`src/rtl/rasi_pkg.sv`:
```
// Shared widths, command codes and controller/datapath handshake types for the ray-segment block.
package rasi_pkg;

  localparam int COORD_BITS = 32;
  localparam int FRAC_BITS  = 16;
  localparam int LIM_BITS   = COORD_BITS - 1;
  localparam int DIFF_BITS  = COORD_BITS + 1;
  localparam int PROD_BITS  = 2 * COORD_BITS;
  localparam int GATE_BITS  = LIM_BITS + COORD_BITS;
  localparam int QUO_BITS   = COORD_BITS + 3;
  localparam int HIGH_BITS  = PROD_BITS - QUO_BITS;
  localparam int CNT_BITS   = $clog2(QUO_BITS + 1);
  localparam int CMD_BITS   = 2;

  typedef logic signed [COORD_BITS-1:0] coord_t;
  typedef logic [LIM_BITS-1:0]          lim_t;
  typedef logic [CMD_BITS-1:0]          cmd_t;

  localparam cmd_t CMD_LOAD = 2'd0;
  localparam cmd_t CMD_HORZ = 2'd1;
  localparam cmd_t CMD_VERT = 2'd2;

  localparam lim_t   LIMIT_MAX = {LIM_BITS{1'b1}};
  localparam coord_t COORD_MAX = {1'b0, {(COORD_BITS-1){1'b1}}};
  localparam coord_t COORD_MIN = {1'b1, {(COORD_BITS-1){1'b0}}};

  typedef struct packed {
    logic capture;
    logic load;
    logic sub;
    logic mag;
    logic mul;
    logic div_start;
    logic sat;
    logic cmp;
    logic out_load;
  } ctl_cmd_t;

  typedef struct packed {
    logic gate_ok;
    logic div_done;
  } ctl_sts_t;

endpackage

```
`src/rtl/rasi_ctrl.sv`:
```
// Controller state machine that sequences the datapath and owns both handshakes.
module rasi_ctrl (
  input  logic              clk,
  input  logic              rst_n,
  input  logic              in_valid,
  input  rasi_pkg::cmd_t    in_command,
  output logic              in_ready,
  output logic              out_valid,
  input  logic              out_ready,
  output rasi_pkg::ctl_cmd_t cmd,
  input  rasi_pkg::ctl_sts_t sts
);
  import rasi_pkg::*;

  localparam logic [3:0] S_IDLE = 4'd0;
  localparam logic [3:0] S_SUB  = 4'd1;
  localparam logic [3:0] S_MAG  = 4'd2;
  localparam logic [3:0] S_MUL  = 4'd3;
  localparam logic [3:0] S_GATE = 4'd4;
  localparam logic [3:0] S_DIV  = 4'd5;
  localparam logic [3:0] S_SAT  = 4'd6;
  localparam logic [3:0] S_CMP  = 4'd7;
  localparam logic [3:0] S_FIN  = 4'd8;

  logic [3:0] state_r, state_nxt;
  logic       out_valid_r, out_valid_nxt;
  logic       in_xfer;

  assign in_ready = state_r == S_IDLE;
  assign in_xfer  = in_valid && in_ready;

  always_comb begin
    state_nxt     = state_r;
    cmd           = '0;
    out_valid_nxt = out_valid_r && !out_ready;
    unique case (state_r)
      S_IDLE: begin
        if (in_xfer) begin
          cmd.capture = 1'b1;
          cmd.load    = in_command == CMD_LOAD;
          case (in_command) inside
            CMD_HORZ, CMD_VERT: state_nxt = S_SUB;
            default:            state_nxt = S_FIN;
          endcase
        end
      end
      S_SUB: begin
        cmd.sub   = 1'b1;
        state_nxt = S_MAG;
      end
      S_MAG: begin
        cmd.mag   = 1'b1;
        state_nxt = S_MUL;
      end
      S_MUL: begin
        cmd.mul   = 1'b1;
        state_nxt = S_GATE;
      end
      S_GATE: begin
        if (sts.gate_ok) begin
          cmd.div_start = 1'b1;
          state_nxt     = S_DIV;
        end else begin
          state_nxt = S_FIN;
        end
      end
      S_DIV: begin
        if (sts.div_done) begin
          state_nxt = S_SAT;
        end
      end
      S_SAT: begin
        cmd.sat   = 1'b1;
        state_nxt = S_CMP;
      end
      S_CMP: begin
        cmd.cmp   = 1'b1;
        state_nxt = S_FIN;
      end
      S_FIN: begin
        if (!out_valid_r || out_ready) begin
          cmd.out_load  = 1'b1;
          out_valid_nxt = 1'b1;
          state_nxt     = S_IDLE;
        end
      end
      default: begin
        state_nxt = S_IDLE;
      end
    endcase
  end

  always_ff @(posedge clk) begin
    if (!rst_n) begin
      state_r     <= S_IDLE;
      out_valid_r <= 1'b0;
    end else begin
      state_r     <= state_nxt;
      out_valid_r <= out_valid_nxt;
    end
  end

  assign out_valid = out_valid_r;
endmodule

```
`config.mk`:
```
export PLATFORM = sky130hd
export DESIGN_NAME = rasi_ctrl
export DESIGN_NICKNAME = d
export VERILOG_FILES = /design/src/rtl/rasi_pkg.sv /design/src/rtl/rasi_ctrl.sv
export SDC_FILE = /design/constraint.sdc
export NUM_CORES = 1
export LEC_CHECK = 0
export ABC_CLOCK_PERIOD_IN_PS = 1040
export BUFFER_PORTS_ARGS = -buffer_cell sky130_fd_sc_hd__buf_4
export CORE_AREA = 4 4 41 43
export CTS_CLUSTER_SIZE = 16
export DETAILED_ROUTE_END_ITERATION = 8
export DIE_AREA = 0 0 45 47
export GPL_TIMING_DRIVEN = 0
export PLACE_DENSITY_LB_ADDON = 0.12
export SETUP_SLACK_MARGIN = 0.02
export SYNTH_ARGS = -nofsm -noshare
export SYNTH_HDL_FRONTEND = slang
export SYNTH_SLANG_ARGS = --single-unit
```
`constraint.sdc`:
```
create_clock -name clk -period 1.04 [get_ports clk]
set_input_delay 0.052 -clock clk [delete_from_list [all_inputs] [get_ports clk]]
set_output_delay 0.052 -clock clk [all_outputs]
set_load 0.05 [all_outputs]
```
[After elaboration in Yosys (flattened, before gate mapping)]
Index checks and enable logic that the tools add are counted.
Word-level totals
  register bits: 5
  word-level logic and storage cells: 43
  input port bits: 8
Operators by class
  multiplexer cells: 19
  equal/unequal tests: 13
  reduce and logical (&&, ||, !) cells: 9
Operator list (number)
  $pmux 4 s9: 1
  $mux 4: 5
  $eq 4x3->1 const B: 4
  $mux 1: 11
  $eq 4x2->1 const B: 2
  $eq 4x1->1 const B: 1
  $eq 4x4->1 const B: 1
  $logic_not 4->1: 1
  $mux 2: 2
  $ne 2x2->1 const B: 2
  $reduce_and 3->1: 1
  $eq 2x1->1 const B: 1
  $eq 2x2->1 const B: 1
  $logic_and 1x1->1: 2
  $logic_not 1->1: 2
  $logic_not 2->1: 1
  $ne 2x1->1 const B: 1
  $reduce_or 2->1: 1
  $logic_or 1x1->1: 1

[Logic depth before layout (Yosys ltp)]
  depth after elaboration: 5
  mapped depth: 5
  mapped depth without buffers: 5

[Least setup slack after synthesis]
No wires, ideal clock.
  kind: reg-to-output
  from: register state_r[1]
  to: output port cmd[2] (netlist bit)
  cell stages (with the launch flop): 4
  data required time: 0.988 ns
  data arrival time: 1.764 ns
  slack: -0.776 ns
  cells stage by stage: dfxtp_1 buf_4 nand2b_1 nor3b_1
RTL lines
  from (decl): line rasi_ctrl.sv:25  | logic [3:0] state_r, state_nxt;
  from (signal assigned): line rasi_ctrl.sv:98  | state_r <= state_nxt;
  to (decl): line rasi_ctrl.sv:10  | output rasi_pkg::ctl_cmd_t cmd,

==> reports/qor.txt <==
Max-slew headroom at the worst pin = 81.2%
Maximum fanout encountered on the critical timing path = 4
Core area = 1300 um2
Pin count of the biggest net entering global routing = 8
Fmax achieved = 0.702 GHz
Overall Global Routing Usage = 11.8%
NumNets Final = 95
Outcome = finished with violations
Number of failing hold endpoints at the final stage = 0
Critical path data required time = 0.99 ns
Total chip power = 824 uW
Diodes inserted = 0
Critical Setup Path Class = flop to output port
Met1 WL = 485 um
Number of DRC violations after detailed-routing iteration 0 = 3
Initial antenna violation count = 0
Die boundary width = 45 um
Setup clock skew after layout = 0.00319 ns
Via density per instance = 5.02
Synthesis-to-layout area growth = 129%
Reg clk slew, reported paths = 0.04 ns
Number of clock buffers inserted by TritonCTS = 3
Transition time of the tightest slew-check pin = 0.282 ns
GP Congestion = 0.754
CTS hold repair buffers = 0
Total of buffers placed on input and output ports = 18
Static leakage = 0.000394 uW
Cell area after synthesis = 398 um2
Failing checks = negative setup slack
RSZ-0062 raised after global routing = true
Synthesis-stage register bit count = 5
WL met3 = 76 um
Clock sinks = 5
Per-cell routed wire length = 13.4 um
CP cell instances = buf_6, nor4_4, and3_4, buf_8
Arrival time worst endpoint = 1.37 ns
Tmin final = 1.42 ns
Effective utilization at floorplan = 30.6%
Router iterations before antenna repair = 2
Setup violation total in the final timing report = 14
Uppermost layer routed = met4
Total power density per cell area = 903 nW/um2
Placed instance area = 611 um2
Netlist cell types = 24
Wire length of the first global-routing pass = 1830 um
Sequential cell area fraction in the yosys report = 25.2%
Number of cell rows = 13
Later-pin clock latency in the skew report = 0.23 ns
Buffer levels on the longest clock path = 2
Fraction of layout instances using a drive strength above 1 = 77.6%
HPWL reported at the end of detailed placement = 724 um
Yosys warning total = 0
Final cycle utilization of the critical path = 137%
Gr ovfl total = 0
Height of the chip = 47 um
Maximum vdd ir drop = 0.000712 V
Post-Synthesis Mean Instance Area = 8.47 um2
DRC violations left = 0
Number of routed nets with antenna violations = 0
H-tree depth = 1
Root Buffer Master = clkbuf_4
I/O pin count = 19
Gate count of the mapped netlist = 47
Mapped Nets = 56
Routed Wire Length = 1340 um
Total length of routed met2 wires = 765 um
Final Max Tran Viols = 0
Area enclosed by the die boundary = 2120 um2
Cell type of the slowest stage on the worst timing path = dfxtp_4
TritonCTS clock tree = yes
Worst setup EP type = output port
Number of global-route vias before repair = 457
Vias = 502
Delay of the slowest cell on the worst path = 0.34 ns
Worst setup slack after layout = -0.384 ns
Worst hold path class = input port to flop
Final non-filler cell area = 912 um2
Crit start category = flop
Fillcell total = 109
Max-capacitance violation count = 0
## routing by layer
| layer | vias up | track usage (%) |
|---|---|---|
| met1 | 236 | 12.1 |
| met2 | 16 | 23.4 |
| met4 | 0 | 5.26 |
| li1 | 248 | - |
| met5 | - | 0 |
| met3 | 2 | 1.53 |
## synthesized netlist by cell type
master | number | area (um2)
nand2b_1 | 3 | 18.8
and2_1 | 1 | 6.26
o32ai_1 | 1 | 8.76
nand4bb_1 | 1 | 11.3
nand3b_1 | 2 | 15.0
nor3b_1 | 1 | 7.51
dfxtp_1 | 5 | 100
nor3_2 | 2 | 20.0
nor2b_1 | 2 | 12.5
a21o_1 | 1 | 7.51
a221oi_1 | 1 | 8.76
and3_1 | 2 | 12.5
nor4_4 | 1 | 21.3
inv_1 | 3 | 11.3
nor3_1 | 4 | 20.0
buf_4 | 1 | 7.51
nor4_1 | 1 | 6.26
nand2_1 | 3 | 11.3
xnor2_1 | 1 | 8.76
ha_1 | 1 | 12.5
o41ai_2 | 1 | 16.3
buf_6 | 2 | 22.5
nor2_1 | 3 | 11.3
a21oi_1 | 4 | 20.0
## where the power goes
group | leakage (uW) | switching, uW | internal (uW)
registers | 0.0000436 | 21.0 | 202
clock network | 0.0000150 | 68.9 | 144
logic | 0.000335 | 203 | 185
total | 0.000394 | 292 | 531
## metrics by stage
step           util [%]  instances  TNS, ns  hold WS, ns  worst slack, ns
2_1_floorplan         -         47    -2.62        0.180           -0.594
3_3_place_gp       46.9         80    -1.11        0.290           -0.191
3_5_place_dp       46.9         80    -1.08        0.290           -0.188
4_1_cts            64.4         97    -3.59       0.0484           -0.373
5_1_grt            70.1        100    -4.61       0.0462           -0.455
6_report           70.1        100    -3.74       0.0507           -0.384
## critical path: cells and delay by family, from the launching register on
kind | cells | cell delay, ns
simple gates | 2 | 0.53
flops | 1 | 0.34
buf+inv | 2 | 0.27
## flip-flops by register name (all words and copies together), names as in the netlist
name	cells
state_r	4
out_valid	1
## final timing paths
| check | startpoint | endpoint | slack, ns | depth (start not counted) |
|---|---|---|---|---|
| worst max-delay path | state_r[2] | cmd[7] | -0.38 | 4 |
| worst min-delay path | rst_n | out_valid | 0.05 | 2 |
| worst max register to register | state_r[1] | state_r[3] | -0.33 | 6 |
| worst min register to register | state_r[1] | state_r[2] | 0.61 | 2 |
## cells by family (layout without fill, tap and decap cells)
logic type / count (synthesis) / in the layout / synth area share, %
and+or+nand+nor: 26 / 26 / 43.7
AOI/OAI and AO/OA: 8 / 8 / 15.4
buffers and inverters: 6 / 44 / 10.4
DFF: 5 / 5 / 25.2
adders and majority gates: 1 / 1 / 3.14
xor gates and xnor gates: 1 / 1 / 2.20
## layout make-up
class | instances | area (um2) | share of cell area (%)
plain buffers | 3 | 37.5 | 4.12
multi-input cells | 36 | 377 | 41.3
well taps | 15 | 18.8 | 2.06
inverters | 3 | 11.3 | 1.23
repair buffers | 34 | 330 | 36.2
flip-flops and latches | 5 | 111 | 12.2
clock buffers | 4 | 26.3 | 2.88
## cell usage in the layout (no fill, tap or decap), types with 3 or more instances in the layout
| master | instances |
|---|---|
| nor3_2 | 3 |
| inv_1 | 3 |
| dfxtp_2 | 3 |
| buf_4 | 19 |
| nor2_4 | 3 |
| buf_8 | 6 |
| nor3_4 | 3 |
| clkbuf_4 | 3 |
| buf_6 | 12 |
## what timing repair did
item / 4_1_cts / 5_1_grt
setup buffers: 13 / 4
resized for setup: 28 / 12
setup endpoints to repair: 13 / 15
pin swaps: 8 / 6
Note: power is estimated with default switching activity, not from simulation.
